File: src/design/mvtd_pkg.sv
`timescale 1ns / 1ps

package mvtd_pkg;

  // channel count and derived widths
  localparam int NUM_CHANNELS = 8;
  localparam int CH_W         = (NUM_CHANNELS > 1) ? $clog2(NUM_CHANNELS) : 1;
  localparam int MASK_N       = (NUM_CHANNELS < 8) ? NUM_CHANNELS : 8;

  localparam logic [10:0]        RELOAD_RESET = 11'd1024;
  localparam logic [10:0]        OPEN_RATE    = 11'd2;
  localparam logic signed [11:0] COUNT_IDLE   = -12'sd1;

  typedef enum logic [2:0] {
    CMD_TICK  = 3'd0,
    CMD_OPEN  = 3'd1,
    CMD_CLOSE = 3'd2,
    CMD_RATE  = 3'd3,
    CMD_ACK   = 3'd4
  } cmd_t;

  typedef enum logic [1:0] {
    ST_DONE      = 2'd0,
    ST_BAD_RATE  = 2'd1,
    ST_NOT_READY = 2'd2
  } status_t;

  typedef enum logic [1:0] {
    S_IDLE,
    S_TICK,
    S_CMD,
    S_RESP
  } state_t;

  typedef struct packed {
    logic [2:0]  cmd;
    logic [2:0]  channel;
    logic [15:0] freq_value;
  } in_item_t;

  typedef struct packed {
    logic [1:0] status;
    logic [7:0] event_mask;
  } out_item_t;

  // one memory word per channel
  typedef struct packed {
    logic [10:0]        rate;
    logic signed [11:0] count;
  } chan_word_t;

endpackage

File: src/design/mvtd_out_reg.sv
`timescale 1ns / 1ps

module mvtd_out_reg import mvtd_pkg::*; (
  input  logic      clk,
  input  logic      rst,
  input  logic      load,
  input  out_item_t load_item,
  output logic      free,
  output logic      out_valid,
  input  logic      out_ready,
  output out_item_t out_item
);

  // free when empty or being drained this cycle
  assign free = !out_valid || out_ready;

  always_ff @(posedge clk) begin
    if (rst) begin
      out_valid <= 1'b0;
    end else if (load) begin
      out_valid <= 1'b1;
    end else if (out_ready) begin
      out_valid <= 1'b0;
    end
  end

  always_ff @(posedge clk) begin
    if (load) begin
      out_item <= load_item;
    end
  end

endmodule

File: src/design/multichannel_virtual_tick_divider.sv
`timescale 1ns / 1ps

// channel  | handshake            | payload
// ---------+----------------------+-----------------------------------
// in       | in_valid / in_ready  | in_item  (cmd, channel, freq_value)
// out      | out_valid / out_ready| out_item (status, event_mask)
// cfg      | cfg_valid / cfg_ready| cfg_data (reload_count, 11 bits)
//
// a tick request sweeps every entry through the
// single read port of the channel memory: one entry is read, updated and written back per cycle
// open, close, set rate and acknowledge pass through accept, read-modify-write and result
// sync reset: all channels closed, flags clear, reload 1024; memory entries read as
// rate 0 / count -1 until first written (per-entry written bits)
// a waiting result does not block acceptance of the next request; the sequencer only
// stalls in its result state while the output register is still full

module multichannel_virtual_tick_divider import mvtd_pkg::*; (
  input  logic        clk,
  input  logic        rst,
  input  logic        in_valid,
  output logic        in_ready,
  input  in_item_t    in_item,
  output logic        out_valid,
  input  logic        out_ready,
  output out_item_t   out_item,
  input  logic        cfg_valid,
  output logic        cfg_ready,
  input  logic [10:0] cfg_data
);

  state_t state, state_next;

  // latched request and config
  in_item_t    req;
  logic [10:0] reload;

  // per-channel control bits kept in flops, rate and count live in the memory
  logic [NUM_CHANNELS-1:0] chan_open;
  logic [NUM_CHANNELS-1:0] chan_flag;
  logic [NUM_CHANNELS-1:0] chan_written;

  chan_word_t mem [NUM_CHANNELS];
  chan_word_t rd_word;
  logic       rd_written;
  chan_word_t cur;

  logic             mem_re;
  logic [CH_W-1:0]  rd_addr;
  logic             mem_we;
  logic [CH_W-1:0]  wr_addr;
  chan_word_t       wr_word;

  logic [CH_W-1:0] tick_idx;
  logic            tick_last;
  logic [CH_W-1:0] in_ch;
  logic            in_in_range;
  logic            in_is_chan_cmd;
  logic [CH_W-1:0] req_ch;
  logic            rate_ok;
  logic            in_take;

  status_t   status;
  logic      res_free;
  logic      res_load;
  out_item_t res_item;

  assign cfg_ready = 1'b1;
  assign in_take   = in_valid && in_ready;

  assign in_ch          = CH_W'(in_item.channel);
  assign in_in_range    = int'(in_item.channel) < NUM_CHANNELS;
  assign in_is_chan_cmd = (in_item.cmd == CMD_OPEN) || (in_item.cmd == CMD_CLOSE) ||
                          (in_item.cmd == CMD_RATE) || (in_item.cmd == CMD_ACK);
  assign req_ch         = CH_W'(req.channel);
  assign tick_last      = tick_idx == CH_W'(NUM_CHANNELS - 1);

  // powers of two from 2 to 1024 only
  assign rate_ok = $onehot(req.freq_value) && !req.freq_value[0] &&
                   (req.freq_value[15:11] == 5'd0);

  // never-written entries read as their reset value
  always_comb begin
    if (rd_written) begin
      cur = rd_word;
    end else begin
      cur.rate  = 11'd0;
      cur.count = COUNT_IDLE;
    end
  end

  // next state
  always_comb begin
    state_next = state;
    unique case (state)
      S_IDLE: begin
        if (in_take) begin
          if (in_item.cmd == CMD_TICK) begin
            state_next = S_TICK;
          end else if (in_in_range && in_is_chan_cmd) begin
            state_next = S_CMD;
          end else begin
            state_next = S_RESP;
          end
        end
      end
      S_TICK: begin
        if (tick_last) begin
          state_next = S_RESP;
        end
      end
      S_CMD: state_next = S_RESP;
      S_RESP: begin
        if (res_free) begin
          state_next = S_IDLE;
        end
      end
      default: state_next = S_IDLE;
    endcase
  end

  // sequencer outputs: memory port control and write data
  always_comb begin
    in_ready = 1'b0;
    mem_re   = 1'b0;
    rd_addr  = '0;
    mem_we   = 1'b0;
    wr_addr  = '0;
    wr_word  = cur;
    res_load = 1'b0;
    unique case (state)
      S_IDLE: begin
        in_ready = 1'b1;
        mem_re   = in_take;
        rd_addr  = (in_item.cmd == CMD_TICK) ? '0 : in_ch;
      end
      S_TICK: begin
        // read next entry while writing back the current one
        mem_re        = !tick_last;
        rd_addr       = CH_W'(tick_idx + 1'b1);
        wr_addr       = tick_idx;
        mem_we        = chan_open[tick_idx] && (cur.count > 12'sd0);
        wr_word.count = cur.count - $signed({1'b0, cur.rate});
      end
      S_CMD: begin
        wr_addr = req_ch;
        unique case (req.cmd)
          CMD_OPEN: begin
            mem_we        = 1'b1;
            wr_word.rate  = OPEN_RATE;
            wr_word.count = $signed({1'b0, reload});
          end
          CMD_CLOSE: begin
            mem_we        = 1'b1;
            wr_word.count = COUNT_IDLE;
          end
          CMD_RATE: begin
            mem_we       = rate_ok;
            wr_word.rate = req.freq_value[10:0];
          end
          CMD_ACK: begin
            mem_we        = chan_flag[req_ch];
            wr_word.count = $signed({1'b0, reload});
          end
          default: mem_we = 1'b0;
        endcase
      end
      S_RESP: res_load = res_free;
      default: in_ready = 1'b0;
    endcase
  end

  always_ff @(posedge clk) begin
    if (rst) begin
      state <= S_IDLE;
    end else begin
      state <= state_next;
    end
  end

  always_ff @(posedge clk) begin
    if (rst) begin
      reload <= RELOAD_RESET;
    end else if (cfg_valid && cfg_ready) begin
      reload <= cfg_data;
    end
  end

  // channel memory, registered read
  always_ff @(posedge clk) begin
    if (mem_we) begin
      mem[wr_addr] <= wr_word;
    end
    if (mem_re) begin
      rd_word    <= mem[rd_addr];
      rd_written <= chan_written[rd_addr];
    end
  end

  always_ff @(posedge clk) begin
    if (in_take) begin
      req <= in_item;
    end
  end

  always_ff @(posedge clk) begin
    if (rst) begin
      tick_idx <= '0;
    end else if (in_take) begin
      tick_idx <= '0;
    end else if (state == S_TICK && !tick_last) begin
      tick_idx <= CH_W'(tick_idx + 1'b1);
    end
  end

  // open, flag and written bits, plus the status of the request in flight
  always_ff @(posedge clk) begin
    if (rst) begin
      chan_open    <= '0;
      chan_flag    <= '0;
      chan_written <= '0;
      status       <= ST_DONE;
    end else begin
      if (in_take) begin
        status <= ST_DONE;
      end
      if (mem_we) begin
        chan_written[wr_addr] <= 1'b1;
      end
      if (state == S_TICK) begin
        // expired open channel raises its event
        if (chan_open[tick_idx] && !(cur.count > 12'sd0)) begin
          chan_flag[tick_idx] <= 1'b1;
        end
      end else if (state == S_CMD) begin
        unique case (req.cmd)
          CMD_OPEN: begin
            chan_open[req_ch] <= 1'b1;
            chan_flag[req_ch] <= 1'b0;
          end
          CMD_CLOSE: begin
            chan_open[req_ch] <= 1'b0;
            chan_flag[req_ch] <= 1'b0;
          end
          CMD_RATE: begin
            if (rate_ok) begin
              chan_open[req_ch] <= 1'b1;
            end else begin
              status <= ST_BAD_RATE;
            end
          end
          CMD_ACK: begin
            if (chan_flag[req_ch]) begin
              chan_flag[req_ch] <= 1'b0;
            end else begin
              status <= ST_NOT_READY;
            end
          end
          default: status <= ST_DONE;
        endcase
      end
    end
  end

  // result: status and flags as they stand after the request
  always_comb begin
    res_item.status     = status;
    res_item.event_mask = '0;
    for (int i = 0; i < MASK_N; i++) begin
      res_item.event_mask[i] = chan_flag[i];
    end
  end

  mvtd_out_reg u_out_reg (
    .clk       (clk),
    .rst       (rst),
    .load      (res_load),
    .load_item (res_item),
    .free      (res_free),
    .out_valid (out_valid),
    .out_ready (out_ready),
    .out_item  (out_item)
  );

  // memory is only written by the sweep or a channel command
  a_we_state: assert property (@(posedge clk) disable iff (rst)
    mem_we |-> (state == S_TICK || state == S_CMD))
    else $error("memory write outside sweep or command");

  // the sweep steps one entry per cycle
  a_sweep_step: assert property (@(posedge clk) disable iff (rst)
    (state == S_TICK && !tick_last) |=> (tick_idx == CH_W'($past(tick_idx) + 1'b1)))
    else $error("tick sweep skipped an entry");

  // a channel command moves from its read-modify-write state straight to the result state
  a_cmd_done: assert property (@(posedge clk) disable iff (rst)
    (state == S_CMD) |=> (state == S_RESP))
    else $error("command did not reach result state");

  // a sweep read never targets the entry being written back
  a_no_overlap: assert property (@(posedge clk) disable iff (rst)
    (mem_we && mem_re) |-> (rd_addr != wr_addr))
    else $error("read and write of the same entry in one cycle");

endmodule

File: config.mk
export PLATFORM = sky130hd
export DESIGN_NAME = multichannel_virtual_tick_divider
export DESIGN_NICKNAME = d
export VERILOG_FILES = /design/src/design/mvtd_pkg.sv /design/src/design/mvtd_out_reg.sv /design/src/design/multichannel_virtual_tick_divider.sv
export SDC_FILE = /design/constraint.sdc
export NUM_CORES = 1
export LEC_CHECK = 0
export BUFFER_PORTS_ARGS = -buffer_cell sky130_fd_sc_hd__buf_2
export CORE_UTILIZATION = 55
export DETAILED_ROUTE_END_ITERATION = 6
export PLACE_DENSITY = 0.74
export SLEW_MARGIN = 20
export SYNTH_ARGS = -nofsm -noshare
export SYNTH_HDL_FRONTEND = slang
export SYNTH_SLANG_ARGS = --single-unit
File: constraint.sdc
create_clock -name clk -period 14.91 [get_ports clk]
set_input_delay 0.7455 -clock clk [delete_from_list [all_inputs] [get_ports clk]]
set_output_delay 0.7455 -clock clk [all_outputs]
set_load 0.05 [all_outputs]
==> impl_results.md, run 1 <==
* Met1 Use GR at 0.345
* Core area at 22600 um2
* Vias in the first global route at 8550
* Yosys top cell by area: edfxtp_1
* Post-Syn Nets at 1198
* Crit path from: req[11]
* Vias per inst at 5.98
* FMAX at 168 MHz
* Pwr/cell area at 219 nW/um2
* TritonCTS clock tree: built
* Slowest cell on crit path: nor2b_2
* Grt peak-use layer: met2
* CP Max Fanout at 13
* GRT overflow at 0
* Synth warn at 0
* Buffers plus inverters on the worst setup path at 5
* Post-CTS Setup Bufs at 0
* NetSw at 1200 uW
* WL/cell at 20.0 um
* Crit path arrival time at 6190 ps
* Die W at 154 um
* Top cells by count, synth: 259 x nand2_1, 240 x edfxtp_1, 139 x nand3_1
* Clock Latency Late Sink at 560 ps
* Internal power at 1920 uW
* Cells after Synth at 1127
* Kind of critical path: register to register
* Nets@finish at 1232
* Power share of the combinational group at 0.384
* Max-slew violations at 0
* # hold bufs at CTS at 0
* Hold_sp: in_item[2]
* Row Count at 55
* Antenna violations before repair at 0
* Worst-Margin Slew at 1190 ps
* Synthesized area at 12700 um2
* Post-synth EDFFs at 240
* Count leader, synth: nand2_1
* Met3 Use GR at 0.0361
* Synth cell types at 73
* H-tree levels at 1
* WP data required at 15160 ps
* Max-cap viol count at 0
* Total wire length at 29400 um
* Starting DRT DRC Count at 742
* Hold Violations, Final at 0
* Reg2Reg Depth at 17
* Syn-to-layout area delta at 12.2%
* Reg2reg start: req[11]
* Hold Crit Depth at 1
* Endpoint type of the worst setup path: register
* Final Wtd Congestion at 0.921
* Setup crit start kind: register
* Most area-consuming cells after synthesis: edfxtp_1 57%, nand2_1 7.6%, dfxtp_1 6.8%
* Share of layout cells above drive strength 1 at 0.123
* # IOs at 51
* Hold WC Path Type: input port to register
* Total track usage at 0.255
* Vias at 8778
* Synth top area share at 0.567
* Setup tns final at 0 ps
* Tmin final at 5940 ps
* Total CTS buffers at 29
* First-pass GRT wire length at 46600 um
* Sequential area share after synthesis at 0.634
* Crit path largest cell delay at 660 ps
* Static leakage at 0.00528 uW
* Sequential Power Share at 0.368
* CTS Sinks at 283
* CTS Buffer Depth at 3
* Die Y at 154 um
* Average size of a mapped cell at 11.3 um2
* Drt drc at 0
* Largest net degree at the start of global routing at 97
* Crit-path cells: fa_1 -> inv_1 -> fa_1 -> inv_1 -> fa_1 -> inv_1 -> fa_1 -> inv_1 -> ha_1 -> fa_1 -> nor4_1 -> and4_1 -> a21o_2 -> nor2_2 -> o22ai_2 -> nor2b_2 -> buf_4
* Rel. slew slack at 0.196
* Worst ir drop on vdd at 118 uV
* Crit path top cell by count: fa_1
* Switching Fraction at 0.383
* GR Layer Usage met2 at 0.419
* Clock Pin Slew Worst Setup and Hold Paths at 60 ps
* Tcrit/Tclk final at 0.398
* CP Depth at 17
* Status: complete, no violations
* FF+latch count, synth at 283
* RSZ-0062 raised after global routing: false
* Clock Skew at 10.6 ps
* Buffers on Ports at 49
* Hpwl dp at 18100 um
* CTS resizes at 0
* Hold slack at 361 ps
* Fill count at 1716
* First drt pass iteration count at 5
* Most common flop cell mapped by yosys: edfxtp_1
* Starting density of the core at 0.562
* Die ar. at 23700 um2
* Clock share of power at 0.248
* Clk root buf: clkbuf_16
* Final setup fails at 0
* Antenna diode count at 0
* CP top delay family: adder cells
* Post-DRT Antenna Nets at 0
* Fraction of registers with async set/reset at 0
[power by group through the flow]
stage               logic [uW]  clock network (uW)  registers, uW
CTS                       1180                 784           1150
finish                    1200                 775           1150
global placement          1140                   0           1160
floorplan                  845                   0           1150
detailed placement        1170                   0           1160
global route              1330                 813           1160
[flip-flops by register name, summed over array words and instances, names as in the netlist, named ones only]
register             flops
rd_written               1
state                    2
req_ch                   3
reload                  11
chan_written             8
rd_word                 23
status                   2
mem                    184
chan_flag                8
u_out_reg.out_item      10
u_out_reg.out_valid      1
tick_idx                 3
req                     19
[cell usage in the layout, fill, tap and decap left out, drive strengths merged, types with 6 or more instances in the layout]
cell type    n
nand3      139
buf         66
clkbuf      33
a22o         9
o21ai       61
nor3        23
a32o         6
nor2        44
mux2i       19
nor4         6
ha          22
nand2b      12
a22oi        8
edfxtp     240
a311oi       7
inv         43
nor2b       11
o21a         8
a21oi       30
nand2      259
dfxtp       43
nor3b        6
fa          11
clkinv      11
[layer usage]
metal,routed length (um),up-vias,part of all wire
met5,0,-,0
met4,1050,0,0.036
met3,2050,67,0.069
met2,14100,342,0.48
met1,12300,4245,0.42
li1,-,4124,-
[cell type report]
class,instances,area [um2],area share
clock inverter,21,238,0.0167
clock buffer,33,815,0.0571
inverter,39,146,0.0103
multi-input combinational,742,4280,0.300
sequential,283,8070,0.565
tap,285,357,0.0250
timing repair buffer,66,373,0.0261
[cell families after synthesis]
kind of cell | count (synthesis) | share of synthesized area
compound gates | 169 | 0.0896
mux | 21 | 0.0167
fa+ha+maj | 33 | 0.0390
other cells | 1 | 0.000295
buf+inv | 102 | 0.0340
xor+xnor | 4 | 0.00276
simple gates | 514 | 0.183
flops | 283 | 0.634
[stage by stage]
stage,area [um2],util,setup slack [ps],instances,total power (uW)
6_report,14300,0.631,8970,1469,3120
5_1_grt,14300,0.631,8720,1469,3300
4_1_cts,14300,0.630,8950,1469,3120
3_5_place_dp,13200,0.584,8960,1415,2330
3_3_place_gp,13200,0.584,9070,1415,2300
2_1_floorplan,12700,-,8520,1127,1990
[worst paths after layout]
kind | to | slack (ps)
min | req[2] | 360
max reg2reg | mem[2][10] | 8970
min reg2reg | u_out_reg.out_item[8] | 430
max | mem[2][10] | 8970
(Power assumes the default switching activity.)
==> run 2: changes to the inputs <==
- ABC_AREA: not set -> 1
- clock period: 14.91 -> 6.2 ns (I/O delays scaled with it)
==> run 2 against run 1 <==
Via count increased by 12%; critical endpoint is now mem[6][12]; critical path depth rose by 5; die area rose by 3.2%; hold slack worse by 360 ps; non-clock buffer count up 32; utilization rose by 0.47 points; cell count grew 17%; largest power group unchanged; maximum frequency up 18%; total power is 150% higher; combinational power grew to 2.6 times the previous value.
==> impl_results.md, run 2 <==
* Average size of a mapped cell at 10.1 um2 (-11%)
* Die W at 156 um (+1.6%)
* Post-synth EDFFs at 240 (unchanged)
* Tcrit/Tclk final at 0.815 (+0.417)
* Reg2reg start: req[5]
* Synth cell types at 45 (-38%)
* CTS Sinks at 283 (unchanged)
* Vias per inst at 5.72 (-4.3%)
* FMAX at 198 MHz (+18%)
* Fraction of registers with async set/reset at 0 (unchanged)
* Vias at 9795 (+12%)
* Final Wtd Congestion at 0.894 (-3.0%)
* Most common flop cell mapped by yosys: edfxtp_1
* Clk root buf: clkbuf_16
* Hold WC Path Type: input port to register
* Clock Skew at 10.4 ps (-0.180 ps)
* WP data required at 6420 ps (-8740 ps)
* # IOs at 51 (unchanged)
* Biggest register: mem
* Status: complete, no violations
* Worst-Margin Slew at 1200 ps (+7.86 ps)
* Antenna diode count at 0 (unchanged)
* Max-cap viol count at 0 (unchanged)
* Buffers on Ports at 49 (unchanged)
* Nets@finish at 1442 (+17%)
* Row Count at 56 (+1.8%)
* Setup tns final at 0 ps (unchanged)
* Vias in the first global route at 9398 (+9.9%)
* Crit path arrival time at 5270 ps (-920 ps)
* Total wire length at 32300 um (+9.8%)
* Cells after Synth at 1305 (+16%)
* Setup crit start kind: register
* Clock Latency Late Sink at 560 ps (about the same)
* Crit path from: req[5]
* Core area at 23400 um2 (+3.4%)
* Worst ir drop on vdd at 297 uV (+150%)
* Hpwl dp at 20800 um (+15%)
* Yosys top cell by area: edfxtp_1
* CTS Buffer Depth at 3 (unchanged)
* Antenna violations before repair at 0 (unchanged)
* Top cells by count, synth: 240 x edfxtp_1, 235 x nor2_1, 180 x nand2_1
* Number of flip-flops in the largest register at 184 (unchanged)
* Static leakage at 0.00559 uW (+5.8%)
* H-tree levels at 1 (unchanged)
* Die Y at 156 um (+1.6%)
* Clock share of power at 0.233 (-0.015)
* Largest net degree at the start of global routing at 97 (unchanged)
* GRT overflow at 0 (unchanged)
* Endpoint type of the worst setup path: register
* Total track usage at 0.271 (+0.0163)
* CP Max Fanout at 23 (+10)
* Share of layout cells above drive strength 1 at 0.113 (-0.00997)
* Post-CTS Setup Bufs at 0 (unchanged)
* Syn-to-layout area delta at 13.3%
* Worst Setup EP: mem[6][12]
* Most area-consuming cells after synthesis: edfxtp_1 55%, nor2_1 6.7%, dfxtp_1 6.6%
* Sequential Power Share at 0.359 (-0.009)
* Synth top area share at 0.549 (-0.0176)
* Crit path largest cell delay at 580 ps (-80 ps)
* Hold Violations, Final at 0 (unchanged)
* Final setup fails at 0 (unchanged)
* Kind of critical path: register to register
* Synthesized area at 13100 um2 (+3.2%)
* Slowest cell on crit path: fa_1
* Switching Fraction at 0.407 (+0.0238)
* Most frequent cells in the layout: 240 x edfxtp_1, 235 x nor2_1, 179 x nand2_1, 118 x o21ai_0, 93 x inv_1
* TritonCTS clock tree: built
* Sequential area share after synthesis at 0.615 (-0.0197)
* Post-DRT Antenna Nets at 0 (unchanged)
* RSZ-0062 raised after global routing: false
* First drt pass iteration count at 5 (unchanged)
* Count leader, synth: edfxtp_1
* Starting density of the core at 0.561 (-0.000913)
* Reg2reg setup slack at 1150 ps (-7820 ps)
* RR Endpoint: mem[6][12]
* Tmin final at 5050 ps (-888 ps)
* Starting DRT DRC Count at 1063 (+43%)
* Power share of the combinational group at 0.408 (+0.024)
* Pwr/cell area at 518 nW/um2 (+140%)
* Internal power at 4560 uW (+140%)
* Hold slack at 5.46 ps (-355 ps)
* Biggest regs: mem x184, rd_word x23, req x19
* Reg2Reg Depth at 22 (+5)
* WL/cell at 18.9 um (-5.9%)
* Clock Pin Slew Worst Setup and Hold Paths at 60 ps (about the same)
* Rel. slew slack at 0.191 (-0.00530)
* NetSw at 3130 uW (+160%)
* Die ar. at 24500 um2 (+3.2%)
* FF+latch count, synth at 283 (unchanged)
* Commonest non-fill, non-tap cell in the layout: edfxtp_1
* Max-slew violations at 0 (unchanged)
* Total CTS buffers at 29 (unchanged)
* First-pass GRT wire length at 50300 um (+7.8%)
* Synth warn at 0 (unchanged)
* Crit-path cells: inv_1 -> fa_1 -> inv_1 -> fa_1 -> fa_1 -> inv_1 -> fa_1 -> inv_1 -> ha_1 -> fa_1 -> nor2_1 -> nand2_1 -> nor2_1 -> nand3_1 -> nand2_1 -> nand2_1 -> nand2_1 -> nand2_1 -> nand2_4 -> nand3_2 -> inv_1 -> buf_4
* Drt drc at 0 (unchanged)
* Post-Syn Nets at 1376 (+15%)
## run 2: routing by layer
metal | GRT usage | vias to the layer above | wire [um]
li1 | - | 4631 | -
met1 | 0.357 | 4608 | 13100
met2 | 0.446 | 456 | 15300
met3 | 0.0501 | 100 | 2730
met4 | 0.106 | 0 | 1230
met5 | 0 | - | 0
## run 2: critical path: cells and delay by family, from the launching register on
kind	cells	cell delay [ps]
AND/OR/NAND/NOR	10	960
adder cells (fa/ha/maj)	6	2700
flip-flops	1	360
buffers and inverters	6	680
## run 2: area by class of cell
cell class	count	area (um2)
timing repair buffer	98	686
clock inverter	22	249
fill	1891	8540
multi-input combinational	858	4340
clock buffer	32	737
sequential	283	8070
tap	319	399
inverter	101	388
## run 2: worst min path at each step
stage	cells after the start	start	slack (ps)	endpoint
after CTS	3	cfg_data[8]	6	reload[8]
final	3	cfg_data[7]	5	reload[7]
after detailed placement	0	status[1]	430	u_out_reg.out_item[9]
after floorplan	0	status[0]	410	u_out_reg.out_item[8]
after global placement	0	status[0]	410	u_out_reg.out_item[8]
after global routing	3	cfg_data[7]	20	reload[7]
## run 2: cells by family (layout without fill, tap and decap cells)
group                      Yosys count  in the layout  share of synthesized area
AOI/OAI and AO/OA                  255            255                      0.106
adders and majority gates           33             33                     0.0378
buffers and inverters              164            253                     0.0554
DFF                                283            283                      0.615
other                                1              1                   0.000286
and+or+nand+nor                    569            569                      0.186
## run 2: repair_timing
| action | CTS | global route |
|---|---|---|
| hold endpoints to repair | 29 | 0 |
| hold buffers | 29 | 0 |
| setup endpoints to repair | 0 | 0 |
| resized for setup | 0 | 0 |
## run 2: power by group through the flow
stage / Combinational [uW] / Clock [uW] / Sequential [uW]
2_1_floorplan: 2190 / 0 / 2740
3_3_place_gp: 2950 / 0 / 2790
3_5_place_dp: 3060 / 0 / 2800
4_1_cts: 3090 / 1820 / 2760
5_1_grt: 3480 / 1880 / 2780
6_report: 3140 / 1800 / 2760
## run 2: stage by stage
step	instances	util	setup WS [ps]	cell area (um2)	total power, uW
floorplan	1305	-	1500	13100	4930
global placement	1629	0.580	1340	13600	5740
detailed placement	1630	0.581	1180	13600	5860
CTS	1713	0.635	1170	14900	7670
global route	1713	0.635	902	14900	8140
finish	1713	0.635	1150	14900	7700
